[config.mk]
export PLATFORM = sky130hd
export DESIGN_NAME = source_tokenizer
export DESIGN_NICKNAME = d
export VERILOG_FILES = /design/src/rtl/stok_pkg.sv /design/src/rtl/stok_front.sv /design/src/rtl/stok_fifo.sv /design/src/rtl/stok_back.sv /design/src/rtl/source_tokenizer.sv
export SDC_FILE = /design/constraint.sdc
export NUM_CORES = 1
export LEC_CHECK = 0
export ABC_AREA = 1
export ABC_CLOCK_PERIOD_IN_PS = 15900
export BUFFER_PORTS_ARGS = -buffer_cell sky130_fd_sc_hd__buf_4
export CAP_MARGIN = 20
export CORE_UTILIZATION = 50
export CTS_CLUSTER_SIZE = 10
export DETAILED_ROUTE_END_ITERATION = 7
export PLACE_DENSITY_LB_ADDON = 0.25
export SYNTH_ARGS = -nofsm -noshare
export SYNTH_HDL_FRONTEND = slang
export SYNTH_SLANG_ARGS = --single-unit
[constraint.sdc]
create_clock -name clk -period 15.9 [get_ports clk]
set_input_delay 1.59 -clock clk [delete_from_list [all_inputs] [get_ports clk]]
set_output_delay 1.59 -clock clk [all_outputs]
set_load 0.03 [all_outputs]
[src/rtl/stok_pkg.sv]
// Shared types and constants for the source tokenizer.
// Holds token kind codes, the token record and the queue entry layout.
// No dependencies.
package stok_pkg;

  localparam logic [2:0] K_INT   = 3'd0;
  localparam logic [2:0] K_FLOAT = 3'd1;
  localparam logic [2:0] K_CHAR  = 3'd2;
  localparam logic [2:0] K_STR   = 3'd3;
  localparam logic [2:0] K_IDENT = 3'd4;
  localparam logic [2:0] K_ERR   = 3'd5;
  localparam logic [2:0] K_END   = 3'd6;

  localparam int QDEPTH = 4;
  localparam int QPTR_W = $clog2(QDEPTH);
  localparam int QCNT_W = $clog2(QDEPTH + 1);

  typedef struct packed {
    logic [2:0]  kind;
    logic [31:0] start_pos;
    logic [15:0] length;
    logic [7:0]  char_value;
  } token_t;

  // One character yields one or two tokens; two marks that tok_b follows tok_a.
  typedef struct packed {
    token_t tok_a;
    token_t tok_b;
    logic   two;
  } entry_t;

endpackage

[src/rtl/stok_front.sv]
// Front end of the source tokenizer: accepts characters and runs the scan state.
// Pushes the tokens that each character completes into the queue.
// Depends on stok_pkg.
module stok_front import stok_pkg::*; #(
  parameter int LENGTH_BITS = 16
) (
  input  logic       clk,
  input  logic       rst,
  input  logic [7:0] ch,
  input  logic       in_valid,
  output logic       in_ready,
  input  logic       q_full,
  output logic       push,
  output entry_t     push_entry
);

  typedef enum logic [2:0] {
    M_IDLE,
    M_NUM,
    M_BADNUM,
    M_CHAR,
    M_STR,
    M_IDENT
  } mode_t;

  localparam logic [7:0] C_NUL    = 8'h00;
  localparam logic [7:0] C_LF     = 8'h0a;
  localparam logic [7:0] C_DQUOTE = 8'h22;
  localparam logic [7:0] C_SQUOTE = 8'h27;
  localparam logic [7:0] C_DOT    = 8'h2e;
  localparam logic [7:0] C_UPF    = 8'h46;
  localparam logic [7:0] C_UNDER  = 8'h5f;
  localparam logic [7:0] C_LOWF   = 8'h66;

  function automatic logic is_digit(input logic [7:0] c);
    return (c >= 8'h30) && (c <= 8'h39);
  endfunction

  function automatic logic is_alpha(input logic [7:0] c);
    return ((c >= 8'h41) && (c <= 8'h5a)) || ((c >= 8'h61) && (c <= 8'h7a));
  endfunction

  function automatic logic is_space(input logic [7:0] c);
    return (c == 8'h20) || ((c >= 8'h09) && (c <= 8'h0d));
  endfunction

  function automatic logic [15:0] len16(input logic [LENGTH_BITS-1:0] v);
    logic [LENGTH_BITS+15:0] ext;
    ext = {16'b0, v};
    return ext[15:0];
  endfunction

  function automatic token_t mk_tok(input logic [2:0] k, input logic [31:0] s,
                                    input logic [15:0] l, input logic [7:0] cv);
    token_t t;
    t.kind       = k;
    t.start_pos  = s;
    t.length     = l;
    t.char_value = cv;
    return t;
  endfunction

  mode_t                  mode, mode_next;
  logic [31:0]            token_start, start_next;
  logic [LENGTH_BITS-1:0] token_length, len_next, len_grow;
  logic [31:0]            position;
  logic [7:0]             first_char, first_char_next;
  logic                   saw_dot, saw_dot_next;

  logic   again;
  logic   t0_v, idle_v;
  token_t t0, idle_t;
  logic   accept;

  assign in_ready = !q_full;
  assign accept   = in_valid && in_ready;
  assign len_grow = (&token_length) ? token_length : token_length + LENGTH_BITS'(1);

  always_comb begin
    mode_next       = mode;
    start_next      = token_start;
    len_next        = token_length;
    first_char_next = first_char;
    saw_dot_next    = saw_dot;
    again           = 1'b0;
    t0_v            = 1'b0;
    t0              = '0;
    idle_v          = 1'b0;
    idle_t          = '0;

    case (mode)
      M_NUM: begin
        if (is_digit(ch)) begin
          len_next = len_grow;
        end else if (ch == C_DOT) begin
          len_next = len_grow;
          if (saw_dot) begin
            mode_next = M_BADNUM;
          end else begin
            saw_dot_next = 1'b1;
          end
        end else if (ch == C_UPF || ch == C_LOWF) begin
          len_next  = len_grow;
          t0_v      = 1'b1;
          t0        = mk_tok(K_FLOAT, token_start, len16(len_grow), 8'h00);
          mode_next = M_IDLE;
        end else begin
          t0_v  = 1'b1;
          t0    = mk_tok(saw_dot ? K_FLOAT : K_INT, token_start, len16(token_length), 8'h00);
          again = 1'b1;
        end
      end
      M_BADNUM: begin
        if (is_digit(ch)) begin
          len_next = len_grow;
        end else begin
          t0_v  = 1'b1;
          t0    = mk_tok(K_ERR, token_start, len16(token_length), 8'h00);
          again = 1'b1;
        end
      end
      M_CHAR: begin
        if (ch == C_LF || ch == C_NUL) begin
          t0_v  = 1'b1;
          t0    = mk_tok(K_ERR, token_start, len16(token_length), 8'h00);
          again = 1'b1;
        end else if (ch == C_SQUOTE) begin
          t0_v = 1'b1;
          if (token_length == '0) begin
            t0         = mk_tok(K_ERR, position, 16'd1, 8'h00);
            start_next = position + 32'd1;
          end else begin
            t0        = mk_tok(K_CHAR, token_start, 16'd1, first_char);
            mode_next = M_IDLE;
          end
        end else begin
          if (token_length == '0) begin
            first_char_next = ch;
          end
          len_next = len_grow;
        end
      end
      M_STR: begin
        if (ch == C_LF || ch == C_NUL) begin
          t0_v  = 1'b1;
          t0    = mk_tok(K_ERR, token_start, len16(token_length), 8'h00);
          again = 1'b1;
        end else if (ch == C_DQUOTE) begin
          t0_v      = 1'b1;
          t0        = mk_tok(K_STR, token_start, len16(token_length), 8'h00);
          mode_next = M_IDLE;
        end else begin
          len_next = len_grow;
        end
      end
      M_IDENT: begin
        if (is_alpha(ch) || is_digit(ch) || ch == C_UNDER) begin
          len_next = len_grow;
        end else begin
          t0_v  = 1'b1;
          t0    = mk_tok(K_IDENT, token_start, len16(token_length), 8'h00);
          again = 1'b1;
        end
      end
      default: begin
        again = 1'b1;
      end
    endcase

    // rescan the character as the start of a new token
    if (again) begin
      mode_next = M_IDLE;
      if (is_space(ch)) begin
        idle_v = 1'b0;
      end else if (ch == C_NUL) begin
        idle_v = 1'b1;
        idle_t = mk_tok(K_END, position, 16'd1, 8'h00);
      end else if (ch == C_SQUOTE || ch == C_DQUOTE) begin
        mode_next  = (ch == C_SQUOTE) ? M_CHAR : M_STR;
        start_next = position + 32'd1;
        len_next   = '0;
      end else if (is_digit(ch)) begin
        mode_next    = M_NUM;
        saw_dot_next = 1'b0;
        start_next   = position;
        len_next     = LENGTH_BITS'(1);
      end else if (is_alpha(ch) || ch == C_UNDER) begin
        mode_next  = M_IDENT;
        start_next = position;
        len_next   = LENGTH_BITS'(1);
      end else begin
        idle_v = 1'b1;
        idle_t = mk_tok(K_ERR, position, 16'd1, 8'h00);
      end
    end
  end

  assign push             = accept && (t0_v || idle_v);
  assign push_entry.tok_a = t0_v ? t0 : idle_t;
  assign push_entry.tok_b = idle_t;
  assign push_entry.two   = t0_v && idle_v;

  always_ff @(posedge clk) begin
    if (rst) begin
      mode         <= M_IDLE;
      token_start  <= '0;
      token_length <= '0;
      position     <= '0;
      first_char   <= '0;
      saw_dot      <= 1'b0;
    end else if (accept) begin
      mode         <= mode_next;
      token_start  <= start_next;
      token_length <= len_next;
      position     <= position + 32'd1;
      first_char   <= first_char_next;
      saw_dot      <= saw_dot_next;
    end
  end

endmodule

[src/rtl/stok_fifo.sv]
// Short queue between the tokenizer front end and the output stage.
// Holds up to QDEPTH entries of one or two tokens each.
// Depends on stok_pkg.
module stok_fifo import stok_pkg::*; (
  input  logic   clk,
  input  logic   rst,
  input  logic   push,
  input  entry_t push_entry,
  output logic   full,
  input  logic   pop,
  output logic   q_valid,
  output entry_t q_entry
);

  entry_t              q [QDEPTH];
  logic [QPTR_W-1:0]   wr_ptr, rd_ptr;
  logic [QCNT_W-1:0]   count;
  logic                do_push, do_pop;

  assign full    = (count == QCNT_W'(QDEPTH));
  assign q_valid = (count != '0);
  assign q_entry = q[rd_ptr];
  assign do_push = push && !full;
  assign do_pop  = pop && q_valid;

  always_ff @(posedge clk) begin
    if (do_push) begin
      q[wr_ptr] <= push_entry;
    end
  end

  always_ff @(posedge clk) begin
    if (rst) begin
      wr_ptr <= '0;
      rd_ptr <= '0;
      count  <= '0;
    end else begin
      if (do_push) begin
        wr_ptr <= wr_ptr + QPTR_W'(1);
      end
      if (do_pop) begin
        rd_ptr <= rd_ptr + QPTR_W'(1);
      end
      case ({do_push, do_pop})
        2'b10:   count <= count + QCNT_W'(1);
        2'b01:   count <= count - QCNT_W'(1);
        default: count <= count;
      endcase
    end
  end

endmodule

[src/rtl/stok_back.sv]
// Output stage of the source tokenizer: pops queue entries and sends tokens
// one per transfer, holding the second token of a pair. Depends on stok_pkg.
module stok_back import stok_pkg::*; (
  input  logic        clk,
  input  logic        rst,
  input  logic        q_valid,
  input  entry_t      q_entry,
  output logic        pop,
  output logic        out_valid,
  input  logic        out_ready,
  output logic [2:0]  kind,
  output logic [31:0] start_pos,
  output logic [15:0] length,
  output logic [7:0]  char_value,
  output logic        last
);

  logic   slot_free;
  logic   sec_pend;
  token_t sec_tok;

  assign slot_free = !out_valid || out_ready;
  assign pop       = slot_free && !sec_pend && q_valid;

  always_ff @(posedge clk) begin
    if (rst) begin
      out_valid <= 1'b0;
      sec_pend  <= 1'b0;
    end else if (slot_free) begin
      if (sec_pend) begin
        out_valid <= 1'b1;
        sec_pend  <= 1'b0;
      end else if (q_valid) begin
        out_valid <= 1'b1;
        sec_pend  <= q_entry.two;
      end else begin
        out_valid <= 1'b0;
      end
    end
  end

  always_ff @(posedge clk) begin
    if (slot_free) begin
      if (sec_pend) begin
        kind       <= sec_tok.kind;
        start_pos  <= sec_tok.start_pos;
        length     <= sec_tok.length;
        char_value <= sec_tok.char_value;
        last       <= 1'b1;
      end else if (q_valid) begin
        kind       <= q_entry.tok_a.kind;
        start_pos  <= q_entry.tok_a.start_pos;
        length     <= q_entry.tok_a.length;
        char_value <= q_entry.tok_a.char_value;
        last       <= !q_entry.two;
        sec_tok    <= q_entry.tok_b;
      end
    end
  end

endmodule

[src/rtl/source_tokenizer.sv]
// Source tokenizer, top level: one ASCII character in per transfer, tokens out.
// Instantiates stok_front, stok_fifo and stok_back; depends on stok_pkg.
//
// Input channel: ch with in_valid/in_ready; 0 marks end of input.
// Output channel: kind, start_pos, length, char_value, last with
// out_valid/out_ready. A character yields zero, one or two tokens; last
// marks the final token caused by that character.
// Throughput: one character per cycle while the queue has room. The output
// side moves one token per cycle while out_ready is high, so characters that
// close one token and also yield a one-character token need two output
// transfers; the four-entry queue absorbs such bursts.
// Path: a token is written into the queue and then registered in stok_back
// before it appears on the outputs.
// Reset: scan mode goes idle, position and token state clear, queue empties, out_valid clears.
// Receiver stall: output holds, the queue fills, then in_ready drops until
// the receiver takes tokens again. Scan state is updated only on transfers.
module source_tokenizer import stok_pkg::*; #(
  parameter int LENGTH_BITS = 16
) (
  input  logic        clk,
  input  logic        rst,
  input  logic [7:0]  ch,
  input  logic        in_valid,
  output logic        in_ready,
  output logic [2:0]  kind,
  output logic [31:0] start_pos,
  output logic [15:0] length,
  output logic [7:0]  char_value,
  output logic        last,
  output logic        out_valid,
  input  logic        out_ready
);

  logic   push, q_full, pop, q_valid;
  entry_t push_entry, q_entry;

  stok_front #(
    .LENGTH_BITS(LENGTH_BITS)
  ) u_front (
    .clk        (clk),
    .rst        (rst),
    .ch         (ch),
    .in_valid   (in_valid),
    .in_ready   (in_ready),
    .q_full     (q_full),
    .push       (push),
    .push_entry (push_entry)
  );

  stok_fifo u_fifo (
    .clk        (clk),
    .rst        (rst),
    .push       (push),
    .push_entry (push_entry),
    .full       (q_full),
    .pop        (pop),
    .q_valid    (q_valid),
    .q_entry    (q_entry)
  );

  stok_back u_back (
    .clk        (clk),
    .rst        (rst),
    .q_valid    (q_valid),
    .q_entry    (q_entry),
    .pop        (pop),
    .out_valid  (out_valid),
    .out_ready  (out_ready),
    .kind       (kind),
    .start_pos  (start_pos),
    .length     (length),
    .char_value (char_value),
    .last       (last)
  );

`ifndef SYNTHESIS
  a_pair_follows: assert property (@(posedge clk) disable iff (rst)
    (out_valid && out_ready && !last) |=> (out_valid && last))
    else $error("second token of a pair not presented next");

  a_end_len: assert property (@(posedge clk) disable iff (rst)
    (out_valid && kind == K_END) |-> (length == 16'd1 && last))
    else $error("end token with bad length or not last");

  a_char_value: assert property (@(posedge clk) disable iff (rst)
    (out_valid && kind != K_CHAR) |-> (char_value == 8'h00))
    else $error("char_value set on a non-literal token");
`endif

endmodule

Word-level counts from Yosys, hierarchy flattened
Memories as Yosys holds them, arrays and structs flattened. A register that Yosys moved wholly into a read port is not among the register bits.
Cells that the tools add are included.
Storage, ports and cells
  logic and storage cells: 208
  RAM bits: 476
  output and inout bits: 62
  input port bits: 12
  register bits after elaboration: 220
  memories kept: 1
Cells by class
  eq/ne operators: 24
  bitwise gates (word level): 3
  $lt $le $gt $ge: 8
  reduce and logical (&&, ||, !) cells: 37
  mux-type cells: 109
  add/subtract/negate cells: 6
Memory list
  u_fifo.q: words 4, width 119, read ports 1, clocked after memory_dff 1, wr ports 1, RTL line stok_fifo.sv:15  | entry_t q [QDEPTH];
Operator list (count)
  $mux 59: 16
  $mux 32: 12
  $pmux 59 s5: 1
  $mux 16: 18
  $pmux 16 s5: 1
  $mux 58: 1
  $mux 3: 18
  $mux 1: 34
  $add 32x1->32 const B: 1
  $eq 8x6->1 const B: 4
  $eq 8x7->1 const B: 3
  $add 16x1->16 const B: 1
  $ge 8x7->1 const B: 2
  $le 8x7->1 const B: 2
  $logic_not 16->1: 1
  $mux 8: 2
  $reduce_and 16->1: 1
  $ne 3x2->1 const B: 4
  $logic_and 1x1->1: 11
  $logic_or 1x1->1: 10
  $reduce_and 10->1: 1
  $eq 3x3->1 const B: 3
  $pmux 3 s3: 1
  $eq 8x4->1 const B: 1
  28 further kinds: 38

Logic depth before layout (Yosys ltp)
Gate-level depths: netlist of run 1.
  depth in word-level cells: 15
  mapped depth: 18
  gate-level depth less buffers: 18

Modules after synthesis
A second synthesis of run 1 with hierarchy kept.
Second synthesis, totals
  cell total of the unflattened synthesis: 2933
  area, all modules: 30733.2 um^2
By module, submodules not included
  stok_fifo: times used 1, cells each 1220, area an instance 18131.1 um^2, sequential area each 14473.9 um^2
  stok_front: times used 1, cells each 1384, area an instance 8131.5 um^2, sequential area each 1841.8 um^2
  stok_back: times used 1, cells each 329, area an instance 4470.5 um^2, sequential area each 3613.5 um^2

Worst setup path before layout of run 1
Ideal clock, no wire load.
  kind: input port to flip-flop
  start: input port ch[6]
  end: memory u_fifo.q[0][0] (netlist name), enable pin
  stages on the path: 11
  required time: 15.351 ns
  setup time: 0.549 ns
  setup slack: 8.517 ns
  arrival time: 6.834 ns
  path buffers: 0
  cell sequence: inv_1 > nand2_1 > nor3_1 > nand2_2 > nand2_2 > inv_2 > a21oi_1 > nor2_4 > nand2_1 > nand2_2 > nor2_1
Between the ends
  longest elaborated chain between the ends: 15
  elaborated cells between the ends (all ways): 54
  classes of those cells: 8 x order compare; 8 x eq/ne; 22 x mux; 16 x reduce/logical
RTL lines
  from (decl): RTL line source_tokenizer.sv:22  | input logic [7:0] ch,
  $ge 8x7->1 / $le 8x7->1 (equally long branches): RTL line stok_front.sv:40  | return ((c >= 8'h41) && (c <= 8'h5a)) || ((c >= 8'h61) && (c <= 8'h7a));
  $logic_and 1x1->1: RTL line stok_front.sv:40
  $logic_or 1x1->1: RTL line stok_front.sv:40
  $logic_or 1x1->1: RTL line stok_front.sv:187  | end else if (is_alpha(ch) || ch == C_UNDER) begin
  $mux 1: RTL line stok_front.sv:187
  $mux 1: RTL line stok_front.sv:182  | end else if (is_digit(ch)) begin
  $mux 1: RTL line stok_front.sv:178  | end else if (ch == C_SQUOTE || ch == C_DQUOTE) begin
  $mux 1: RTL line stok_front.sv:175  | end else if (ch == C_NUL) begin
  $mux 1: RTL line stok_front.sv:173  | if (is_space(ch)) begin
  $mux 1: RTL line stok_front.sv:171  | if (again) begin
  $logic_or 1x1->1 *: RTL line stok_front.sv:198  | assign push = accept && (t0_v || idle_v);
  $logic_and 1x1->1 *: RTL line stok_front.sv:198
  $logic_and 1x1->1 *: RTL line stok_fifo.sv:23  | assign do_push = push && !full;
  $mux 1 *: RTL line stok_fifo.sv:27  | if (do_push) begin
  $mux 1 (implied by the code) *: RTL line stok_fifo.sv:28  | q[wr_ptr] <= push_entry;
  to (decl): RTL line stok_fifo.sv:15
Every way passes the cells marked *; elsewhere a longest branch is shown, timed or not.

Worst setup path in the final report of run 1
  start: input port ch[7]
  end: memory u_fifo.q[0][35] (netlist name), enable pin
The elaborated chain is that of the path after synthesis.

==> key figures, run 1 <==
Placement
  – Worst setup slack after placement: between 9000 and 10000 ps
  – Number of buffers inserted by port buffering: between 70 and 80
  – Global placer's final weighted congestion: 0.929
  – Post-DP HPWL: 42500 um

Flow run
  – Count of max-cap constraint violations: 0

STA
  – Min Clock Period, post-route: 5440 ps
  – Actual slew at the worst max-slew pin: 1080 ps
  – Final clock skew: 19.3 ps
  – Number of setup violations in the final report: 0
  – RSZ-0062 raised after global routing: no
  – Number of pins with negative max-slew slack in the final report: 0
  – Hold Fails Final Rpt: 0
  – Slew margin rel.: 0.283
  – Maximum achievable frequency: 0.184 GHz
  – Final clock period utilization by the worst path: 0.342
  – Setup TNS after final layout: 0 ps
  – Final worst-path setup slack: 10460 ps

Yosys
  – Average cell area after synthesis: 9.56 um^2
  – Post-synthesis sequential area ratio: 0.626
  – Synth Register Bits: 578
  – Async set-or-reset flop fraction in the synthesized netlist: 0
  – Top post-synthesis cells by area: sky130_fd_sc_hd__edfxtp_1 (55%), sky130_fd_sc_hd__dfxtp_1 (7.9%), sky130_fd_sc_hd__o21ai_0 (7.1%)
  – Combined area of all synthesized cells: 26100 um^2
  – Yosys warns: 0
  – Syn_nets: 2749
  – Largest area contributor in the synthesized netlist: sky130_fd_sc_hd__edfxtp_1
  – Proportion of netlist area held by the largest area contributor: 0.547
  – Count of unique library cells instantiated by Yosys: 44
  – Most frequently used flop master after synthesis: sky130_fd_sc_hd__edfxtp_1
  – Number of enable-type register cells in the synthesized netlist: 475
  – Gate Count Post-Synth: 2728

Final layout
  – Post-layout nets: 2765
  – Most common library cell in the layout ignoring fill and taps: sky130_fd_sc_hd__nand2_1
  – Inserted Diodes: 0
  – Count of filler cells inserted in the layout: 4322
  – Most frequent cells in the layout: sky130_fd_sc_hd__nand2_1 (489), sky130_fd_sc_hd__edfxtp_1 (475), sky130_fd_sc_hd__nor2_1 (434)
  – Fraction of layout instances using a drive strength above 1: 0.0895
  – Layout-stage area growth over the synthesis result: 11.6%
  – Final standard cell utilization of the core: 0.566

CTS
  – Maximum root-to-sink buffer count: 3
  – Total clock buffers created by CTS: 68
  – Setup Fix Bufs, Post-CTS: 0
  – Latest clock arrival within the worst-skew pair: 600 ps
  – Hold-fix buffers, CTS: 0
  – Cts repair resizes: 0
  – Clock sink count: 578
  – Buffer type at the clock tree root: sky130_fd_sc_hd__clkbuf_16
  – Deepest level of the CTS H-tree: 3
  – CTS clk-pin slew, worst paths: 50 ps
  – TritonCTS clock tree: built

Global routing
  – Maximum number of pins on one net before global-route repair: 99
  – Met2 Track Usage GR: 0.417
  – Overall overflow remaining after global route: 0
  – GRT Total Usage: 0.268
  – GR Layer Usage met3: 0.0561
  – Number of antenna violations at the first check in global routing: 2
  – First-pass GRT wire length: approximately 110000 um
  – Met1 Usage GRT: 0.373
  – Vias in the first global route: around 19000
  – Peak-usage layer in the global routing report: met2

Worst setup path
  – Slowest Stage Delay on Critical Path: 640 ps
  – Highest-delay cell along the critical path: sky130_fd_sc_hd__nor2_4
  – Type of the worst setup path: input pin to register
  – Endpoint required time on the critical path: ~16000 ps
  – Endpoint kind of the worst setup timing path: register
  – Critical Path AT: 5660 ps
  – Maximum fanout count along the critical path: 38
  – Cell chain of the critical path: buf_4 > inv_1 > nand2_1 > nor2_4 > nand3_1 > nand2_2 > inv_2 > nand2_1 > nor2_2 > nand3_2 > nand2_1 > nand2_2 > nor2_4 > buf_4 > buf_4
  – CP startpoint kind: input pin

Floorplanning
  – Core ar.: 51400 um^2
  – Die H: ~230 um
  – Number of primary I/O pins: 74
  – Area enclosed by the die boundary: 53100 um^2
  – X dimension of the die: 230 um
  – Starting utilization of the core area: 0.507
  – Number of rows created at floorplan: 83

Routing
  – Total number of vias: between 15000 and 20000
  – Vias per inst: 5.76
  – Total wirelength of the detailed-routed design: slightly above 70000 um
  – # DRC: 0
  – Iteration-0 DRC Markers: 2365
  – Per-cell routed wire length: 20.5 um
  – Count of antenna-violating nets left after detailed routing: 0
  – Initial DRT Pass Iterations: 7

Power and ir drop
  – Psw: 2.04 mW
  – P_leak: 10.7 nW
  – Part of the power in combinational logic: 0.316
  – Internal cell power: 3.49 mW
  – Register share of total power: 0.426
  – Cell area power density: 190 nW/um^2
  – Switching power as a share of total power: 0.370
  – Worst vdd rail ir drop: 0.0990 mV
  – Post-layout power: around 5.5 mW
  – Clock network fraction of total power: 0.258

Outcome
  – Run status: finished, final reports clean

Worst hold path
  – Hold WC Path Type: register to register
through the flow:
stage / hold slack [ps] / instance area, um^2 / instances
6_report: 481 / 29100 / 3472
5_1_grt: 497 / 29100 / 3472
3_3_place_gp: 451 / 27100 / 3354
4_1_cts: 479 / 29100 / 3472
3_5_place_dp: 466 / 27100 / 3354
2_1_floorplan: 436 / 26100 / 2728
synth_stat cells, drive strengths merged (4+ instances only):
master,count
nand2,498
o21ai,380
ha,8
nand3,141
o2111ai,9
a31oi,61
nor2,449
a21oi,109
xor2,24
a22oi,12
clkbuf,120
o22ai,46
edfxtp,475
buf,34
nor3,23
nand4,10
dfxtp,103
o211ai,4
inv,206
worst max-delay path, delay by kind of cell:
kind,cells,cell delay (ps)
and+or+nand+nor,10,2080
buffers and inverters,5,1940
final timing paths:
path | cells past startpoint | slack [ps] | end | start
worst min-delay path | 1 | 480 | u_fifo.rd_ptr[0]$_SDFFE_PP0P_ | u_fifo.rd_ptr[0]$_SDFFE_PP0P_
worst max-delay path | 15 | 10460 | u_fifo.q[0][35]$_DFFE_PP_ | ch[7]
worst min register to register | 1 | 480 | u_fifo.rd_ptr[0]$_SDFFE_PP0P_ | u_fifo.rd_ptr[0]$_SDFFE_PP0P_
worst max register to register | 13 | 11460 | u_fifo.q[0][35]$_DFFE_PP_ | u_front.mode[1]$_SDFFE_PP0P_
per-layer routing:
metal / wire, um / up-vias / share of wire
met5: 17 / - / 0.00024
met4: 1620 / 2 / 0.023
met3: 6210 / 118 / 0.087
met2: 32800 / 813 / 0.46
met1: 30500 / 9632 / 0.43
li1: - / 9417 / -
cell families (layout without fill, tap and decap cells):
family / count (synthesis) / in the layout / share of synthesized area
and+or+nand+nor: 1125 / 1125 / 0.177
AOI/OAI and AO/OA: 627 / 627 / 0.129
DFF: 578 / 578 / 0.626
buffers and inverters: 363 / 427 / 0.0541
xor gates and xnor gates: 25 / 25 / 0.00840
adders and majority gates: 9 / 9 / 0.00461
muxes: 1 / 1 / 0.000432
flip-flops by register name, summed over array words and instances (netlist names), named ones only:
name / flops
u_back.kind: 3
u_front.token_start: 32
u_front.saw_dot: 1
u_front.mode: 3
u_back.last: 1
u_fifo.rd_ptr: 2
u_fifo.wr_ptr: 2
u_front.token_length: 16
u_back.length: 16
u_back.start_pos: 32
u_back.sec_pend: 1
u_back.char_value: 8
u_back.sec_tok: 35
u_fifo.count: 3
u_fifo.q: 380
u_front.first_char: 8
u_back.out_valid: 1
u_front.position: 32
cell type report:
class | count | area [um^2] | area share
timing repair buffer | 100 | 751 | 0.0258
clock buffer | 115 | 1950 | 0.0671
clock inverter | 3 | 43.8 | 0.00151
inverter | 209 | 787 | 0.0271
sequential | 578 | 16300 | 0.561
multi-input combinational | 1787 | 8370 | 0.288
tap | 680 | 851 | 0.0292
power by group through the flow:
stage,logic (mW),registers (mW),clock network (mW)
5_1_grt,1.90,2.39,1.50
2_1_floorplan,0.992,2.51,0
3_3_place_gp,1.70,2.37,0
3_5_place_dp,1.74,2.38,0
4_1_cts,1.74,2.35,1.44
6_report,1.75,2.35,1.43
(Power assumes the default switching activity.)
==> run 2: changes to the inputs <==
Settings changed: ABC_AREA 1 to 0, ABC_CLOCK_PERIOD_IN_PS 15900 to 5150.
Clock period 15.9 ns to 5.15 ns, I/O delays scaled along.
==> key figures, run 2 <==
Outcome
  – Run status: finished, final reports clean

Routing
  – Count of antenna-violating nets left after detailed routing: 0
  – Total wirelength of the detailed-routed design: 57700 um
  – Vias per inst: 6.02
  – # DRC: 0
  – Per-cell routed wire length: roughly 23 um
  – Routed length on met2: ~28000 um
  – Met1 wire length: around 25000 um
  – Top sig layer: met4
  – Iteration-0 DRC Markers: 1340
  – Total met3 wirelength after detailed routing: 3420 um
  – Total number of vias: approximately 15000
  – Initial DRT Pass Iterations: 6

Final layout
  – Final design area excluding fillers: 28100 um^2
  – Largest register FFs: 380
  – Most common library cell in the layout ignoring fill and taps: sky130_fd_sc_hd__edfxtp_1
  – Largest reg by FF count: u_fifo.q
  – Footprint of the multi-input gates: around 8000 um^2
  – Fraction of layout instances using a drive strength above 1: 0.194
  – Layout-stage area growth over the synthesis result: 12.8%
  – Inserted Diodes: 0
  – Post-layout nets: 1809
  – Area used by sequential logic in the layout: 16300 um^2
  – Post-Layout Cell Count: approximately 2500
  – Count of filler cells inserted in the layout: 3923
  – Top Registers: u_fifo.q x380, u_back.sec_tok x35
  – Most frequent cells in the layout: sky130_fd_sc_hd__edfxtp_1 (475), sky130_fd_sc_hd__nor2_1 (133), sky130_fd_sc_hd__dfxtp_1 (100)

Worst hold path
  – Worst Hold Endpoint: u_front.first_char[6]$_SDFFE_PP0P_
  – Hold WC Path Type: input pin to register
  – Cell count of the worst hold path: 3
  – Worst Hold Launch: ch[6]

Global routing
  – Maximum number of pins on one net before global-route repair: 67
  – Overall overflow remaining after global route: 0
  – Vias in the first global route: 15300
  – Number of antenna violations at the first check in global routing: 0
  – GRT Total Usage: 0.232
  – First-pass GRT wire length: 88800 um

STA
  – Actual slew at the worst max-slew pin: 1160 ps
  – Number of pins with negative max-slew slack in the final report: 0
  – Min Clock Period, post-route: 3940 ps
  – Hold Fails Final Rpt: 0
  – Maximum achievable frequency: 0.254 GHz
  – RSZ-0062 raised after global routing: no
  – Slew margin rel.: 0.220
  – Number of setup violations in the final report: 0
  – Setup TNS after final layout: 0 ps
  – Final worst-path setup slack: 1210 ps
  – Final clock skew: 23.8 ps
  – Final clock period utilization by the worst path: 0.765

CTS
  – Cts repair resizes: 0
  – TritonCTS clock tree: built
  – CTS clk-pin slew, worst paths: 60 ps
  – Maximum root-to-sink buffer count: 3
  – Buffer type at the clock tree root: sky130_fd_sc_hd__clkbuf_16
  – Deepest level of the CTS H-tree: 3
  – Latest clock arrival within the worst-skew pair: 610 ps
  – Total clock buffers created by CTS: 68
  – Setup Fix Bufs, Post-CTS: 0
  – Hold-fix buffers, CTS: 0
  – Clock sink count: 578

Yosys
  – Average cell area after synthesis: 14.3 um^2
  – Most frequently used flop master after synthesis: sky130_fd_sc_hd__edfxtp_1
  – Largest area contributor in the synthesized netlist: sky130_fd_sc_hd__edfxtp_1
  – Combined area of all synthesized cells: 24900 um^2
  – Top cells by count, synth: sky130_fd_sc_hd__edfxtp_1 (475), sky130_fd_sc_hd__nor2_1 (134), sky130_fd_sc_hd__dfxtp_1 (103)
  – Top post-synthesis cells by area: sky130_fd_sc_hd__edfxtp_1 (57%), sky130_fd_sc_hd__mux4_2 (8.6%), sky130_fd_sc_hd__dfxtp_1 (8.3%)
  – Count of unique library cells instantiated by Yosys: 92
  – Proportion of netlist area held by the largest area contributor: 0.573
  – Async set-or-reset flop fraction in the synthesized netlist: 0
  – Yosys warns: 0
  – Synth Register Bits: 578
  – Gate Count Post-Synth: around 1700
  – Most common cell in the synthesized netlist: sky130_fd_sc_hd__edfxtp_1
  – Syn_nets: 1763
  – Number of enable-type register cells in the synthesized netlist: 475
  – Post-synthesis sequential area ratio: 0.655

Placement
  – Post-DP HPWL: 35300 um
  – Worst setup slack after placement: 956 ps
  – Global placer's final weighted congestion: ~0.92
  – Number of buffers inserted by port buffering: 73
  – Post-place instance area: 26100 um^2
  – Cells after DPL: 2380

Worst setup path
  – Critical Path AT: between 4000 and 5000 ps
  – Reg2reg end: u_fifo.q[0][36]$_DFFE_PP_
  – Register-to-Register Setup Slack: 1210 ps
  – Critical register-to-register path startpoint: u_front.mode[0]$_SDFFE_PP0P_
  – Number of cells on the worst reg-to-reg path: 8
  – Type of the worst setup path: register to register
  – Endpoint kind of the worst setup timing path: register
  – Endpoint required time on the critical path: 5400 ps
  – Maximum fanout count along the critical path: 26
  – CP startpoint kind: register

Power and ir drop
  – P_leak: 9.19 nW
  – Post-layout power: 14.5 mW
  – Internal cell power: 10.1 mW
  – Psw: 4.39 mW
  – Switching power as a share of total power: 0.302
  – Register share of total power: 0.445
  – Clock network fraction of total power: 0.302
  – Cell area power density: 516 nW/um^2
  – Part of the power in combinational logic: 0.253
  – Worst vdd rail ir drop: 0.391 mV

Floorplanning
  – Number of rows created at floorplan: 81
  – Area enclosed by the die boundary: 50700 um^2
  – X dimension of the die: 225 um
  – Die H: 225 um
  – Core ar.: 49100 um^2
  – Number of primary I/O pins: 74
  – Starting utilization of the core area: 0.508

Flow run
  – Count of max-cap constraint violations: 0
-- run 2: cell count changes after synthesis, sizes merged, moves of 33 or more --
| cell | change |
|---|---|
| a21oi | -34 |
| a22o | +33 |
| a31oi | -46 |
| and2 | +50 |
| clkbuf | -36 |
| inv | -185 |
| mux2 | +34 |
| mux4 | +95 |
| nand2 | -417 |
| nand3 | -102 |
| nor2 | -314 |
| o21ai | -301 |
| o22ai | -40 |
-- run 2: layout make-up --
class                   instances  share of cell area
inverters                      22             0.00294
well taps                     664              0.0296
clock buffers                 118              0.0691
flip-flops and latches        578               0.581
repair buffers                105              0.0304
multi-input cells            1013               0.285
clock inverters                 8             0.00231
-- run 2: cells by family (layout without fill, tap and decap cells) --
kind of cell,Yosys count,count (layout),share of synthesized area
adders and majority gates,9,9,0.00482
buffers and inverters,151,253,0.0255
and+or+nand+nor,491,491,0.103
DFF,578,578,0.655
xor gates and xnor gates,48,48,0.0169
AOI/OAI and AO/OA,327,327,0.0897
muxes,138,138,0.105
-- run 2: metal layers --
layer	vias to the layer above	GRT usage
met2	525	0.379
li1	6856	-
met3	110	0.0437
met1	7611	0.309
met4	0	0.0847
met5	-	0
-- run 2: worst max-delay path: stages, from the launching register on --
cell                      delay (ps)
sky130_fd_sc_hd__dfxtp_1         520
sky130_fd_sc_hd__or3b_1          420
sky130_fd_sc_hd__a21o_1          250
sky130_fd_sc_hd__o31ai_4         520
sky130_fd_sc_hd__o31ai_2         160
sky130_fd_sc_hd__or2_1           460
sky130_fd_sc_hd__a21oi_4         320
sky130_fd_sc_hd__and2_4          490
sky130_fd_sc_hd__buf_4           410
-- run 2: worst max-delay path by stage --
| stage | startpoint | endpoint | slack [ps] |
|---|---|---|---|
| after floorplan | ch[4] | u_fifo.q[0][0]$_DFFE_PP_ | 140 |
| after global placement | ch[0] | u_fifo.count[2]$_SDFFE_PP0P_ | 1090 |
| after detailed placement | ch[0] | u_fifo.count[2]$_SDFFE_PP0P_ | 960 |
| after CTS | u_front.mode[0]$_SDFFE_PP0P_ | u_fifo.q[0][48]$_DFFE_PP_ | 1220 |
| after global routing | u_front.mode[0]$_SDFFE_PP0P_ | u_fifo.q[0][94]$_DFFE_PP_ | 1010 |
| final | u_front.mode[0]$_SDFFE_PP0P_ | u_fifo.q[0][36]$_DFFE_PP_ | 1210 |
-- run 2: power by group through the flow --
stage	registers (mW)	clock network (mW)	logic, mW
floorplan	6.97	0	2.07
global placement	6.53	0	3.71
detailed placement	6.57	0	3.75
CTS	6.48	4.47	3.76
global route	6.54	4.66	3.93
finish	6.46	4.38	3.68
-- run 2: metrics by stage --
stage / util / hold slack [ps]
after floorplan: - / 433
after global placement: 0.532 / 456
after detailed placement: 0.532 / 457
after CTS: 0.573 / 203
after global routing: 0.573 / 248
final: 0.573 / 235
==> run 3: changes to the inputs <==
Settings changed: ABC_AREA 0 to 1, ABC_CLOCK_PERIOD_IN_PS 5150 to 3900.
Clock period 5.15 ns to 3.9 ns, I/O delays scaled along.
==> key figures, run 3 (same netlist as run 1, synthesis figures left out) <==
CTS
  – Cts repair resizes: 0
  – Total clock buffers created by CTS: 69
  – Hold-fix buffers, CTS: 0
  – TritonCTS clock tree: built
  – Clock sink count: 578
  – Setup Fix Bufs, Post-CTS: 0
  – Maximum root-to-sink buffer count: 3
  – Deepest level of the CTS H-tree: 3
  – Buffer type at the clock tree root: sky130_fd_sc_hd__clkbuf_16
  – CTS clk-pin slew, worst paths: 60 ps
  – Latest clock arrival within the worst-skew pair: 590 ps

Final layout
  – Final design area excluding fillers: 29300 um^2
  – Post-Layout Cell Count: about 3500
  – Final standard cell utilization of the core: 0.570
  – Largest reg by FF count: u_fifo.q
  – Inserted Diodes: 0
  – Post-layout nets: between 2000 and 3000
  – Fraction of layout instances using a drive strength above 1: 0.0969
  – Top Registers: u_fifo.q x380, u_back.sec_tok x35
  – Layout-stage area growth over the synthesis result: 12.3%
  – Largest register FFs: 380
  – Most frequent cells in the layout: sky130_fd_sc_hd__nand2_1 (489), sky130_fd_sc_hd__edfxtp_1 (475), sky130_fd_sc_hd__nor2_1 (434)
  – Most common library cell in the layout ignoring fill and taps: sky130_fd_sc_hd__nand2_1

Global routing
  – First-pass GRT wire length: 108000 um
  – GRT Total Usage: 0.267
  – Vias in the first global route: 18600
  – Maximum number of pins on one net before global-route repair: about 190
  – Overall overflow remaining after global route: 0
  – Number of antenna violations at the first check in global routing: 1

Placement
  – Post-DP HPWL: 43900 um
  – Cells after DPL: 3372
  – Post-place instance area: ~27000 um^2
  – Number of buffers inserted by port buffering: between 70 and 80
  – Global placer's final weighted congestion: 0.947
  – Worst setup slack after placement: 497 ps

Worst setup path
  – Cell seen most often among critical-path stages: sky130_fd_sc_hd__nor2_4
  – Cell chain of the critical path: inv_1 > nand2_1 > nor2_1 > nand3_1 > nor2_4 > nor2_4 > nand3_4 > nand3_2 > nand2_1 > nand2_2 > nor2_4 > buf_4
  – Critical register-to-register path startpoint: u_front.mode[1]$_SDFFE_PP0P_
  – Slowest Stage Delay on Critical Path: 500 ps
  – Highest-delay cell along the critical path: sky130_fd_sc_hd__nor2_4
  – Endpoint required time on the critical path: 4170 ps
  – Type of the worst setup path: register to register
  – Cell family with most CP delay: simple AND/OR/NAND/NOR gates
  – Number of cells on the worst reg-to-reg path: 12
  – Register-to-Register Setup Slack: 640 ps
  – Maximum fanout count along the critical path: 15
  – Worst path bufs/invs: 2
  – Endpoint kind of the worst setup timing path: register
  – Reg2reg end: u_fifo.q[2][65]$_DFFE_PP_
  – CP startpoint kind: register
  – Critical Path AT: 3530 ps

Power and ir drop
  – Worst vdd rail ir drop: 0.473 mV
  – Cell area power density: 771 nW/um^2
  – P_leak: approximately 11 nW

Floorplanning
  – Number of rows created at floorplan: 83
  – Area enclosed by the die boundary: around 53000 um^2
  – Die H: between 200 and 250 um
  – Core ar.: 51400 um^2
  – Number of primary I/O pins: 74
  – Starting utilization of the core area: 0.507
  – X dimension of the die: 230 um

Worst hold path
  – Cell count of the worst hold path: 3
  – Worst Hold Launch: ch[6]
  – Worst Hold Endpoint: u_front.first_char[6]$_SDFFE_PP0P_
  – Hold WC Path Type: input pin to register

Routing
  – # DRC: 0
  – Iteration-0 DRC Markers: 2351
  – Initial DRT Pass Iterations: 6
  – Total wirelength of the detailed-routed design: slightly above 70000 um
  – Per-cell routed wire length: 20.5 um
  – Count of antenna-violating nets left after detailed routing: 0
  – Total number of vias: between 20000 and 25000
  – Vias per inst: a little under 6

STA
  – Min Clock Period, post-route: 3260 ps
  – Maximum achievable frequency: approximately 0.3 GHz
  – RSZ-0062 raised after global routing: no
  – Final worst-path setup slack: 637 ps
  – Final clock period utilization by the worst path: 0.837
  – Number of setup violations in the final report: 0
  – Slew margin rel.: 0.323
  – Hold Fails Final Rpt: 0
  – Actual slew at the worst max-slew pin: 1010 ps
  – Worst Hold Margin: 65.1 ps
  – Number of pins with negative max-slew slack in the final report: 0
  – Final clock skew: 23.4 ps

Flow run
  – Count of max-cap constraint violations: 0

Outcome
  – Run status: finished, final reports clean
-- run 3: changes by cell type in the layout (fill, tap and decap cells not counted), sizes merged, moves of 33 or more --
cell    previous run  this run
nand2             81       498
nor2             135       449
o21ai             79       380
inv               25       210
nand3             39       141
mux4              95         0
and2              50         0
a31oi             15        61
o22ai              6        46
a21oi             75       109
mux2              35         1
a22o              33         0
clkbuf           118        85
-- run 3: area by class of cell --
| class | count | area [um^2] |
|---|---|---|
| clock buffer | 85 | 1830 |
| multi-input combinational | 1787 | 8370 |
| tap | 680 | 851 |
| timing repair buffer | 118 | 1010 |
| fill | 4361 | 22100 |
| clock inverter | 10 | 104 |
| inverter | 209 | 787 |
| sequential | 578 | 16300 |
-- run 3: report_power, final --
group	switching, mW	internal (mW)	total (mW)
Clock	2.37	3.34	5.71
Combinational	5.41	1.93	7.34
Sequential	0.566	8.97	9.54
Total	8.34	14.2	22.6
-- run 3: metrics by stage --
stage               TNS (ps)  power, mW
finish                     0       22.6
global route               0       23.7
CTS                        0       22.6
detailed placement         0       16.9
global placement           0       16.7
floorplan            -266870       14.2
-- run 3: metal layers --
| layer | up-vias | GRT usage | part of all wire |
|---|---|---|---|
| li1 | 9427 | - | - |
| met1 | 9681 | 0.392 | 0.44 |
| met2 | 882 | 0.402 | 0.44 |
| met3 | 116 | 0.0497 | 0.091 |
| met4 | 0 | 0.0828 | 0.023 |
| met5 | - | 0 | 0 |
-- run 3: worst min-delay path, cell delays in order --
cell                      delay, ps
sky130_fd_sc_hd__buf_4           80
sky130_fd_sc_hd__inv_1           50
sky130_fd_sc_hd__a21oi_1        100
-- run 3: how the worst max path moves through the flow --
stage	depth (start not counted)	endpoint	start
global route	17	u_fifo.count[2]$_SDFFE_PP0P_	u_front.mode[1]$_SDFFE_PP0P_
finish	12	u_fifo.q[2][65]$_DFFE_PP_	u_front.mode[1]$_SDFFE_PP0P_
CTS	12	u_fifo.q[2][69]$_DFFE_PP_	u_front.mode[1]$_SDFFE_PP0P_
global placement	19	u_fifo.count[2]$_SDFFE_PP0P_	ch[6]
detailed placement	19	u_fifo.count[2]$_SDFFE_PP0P_	ch[6]
floorplan	11	u_fifo.q[0][0]$_DFFE_PP_	ch[6]
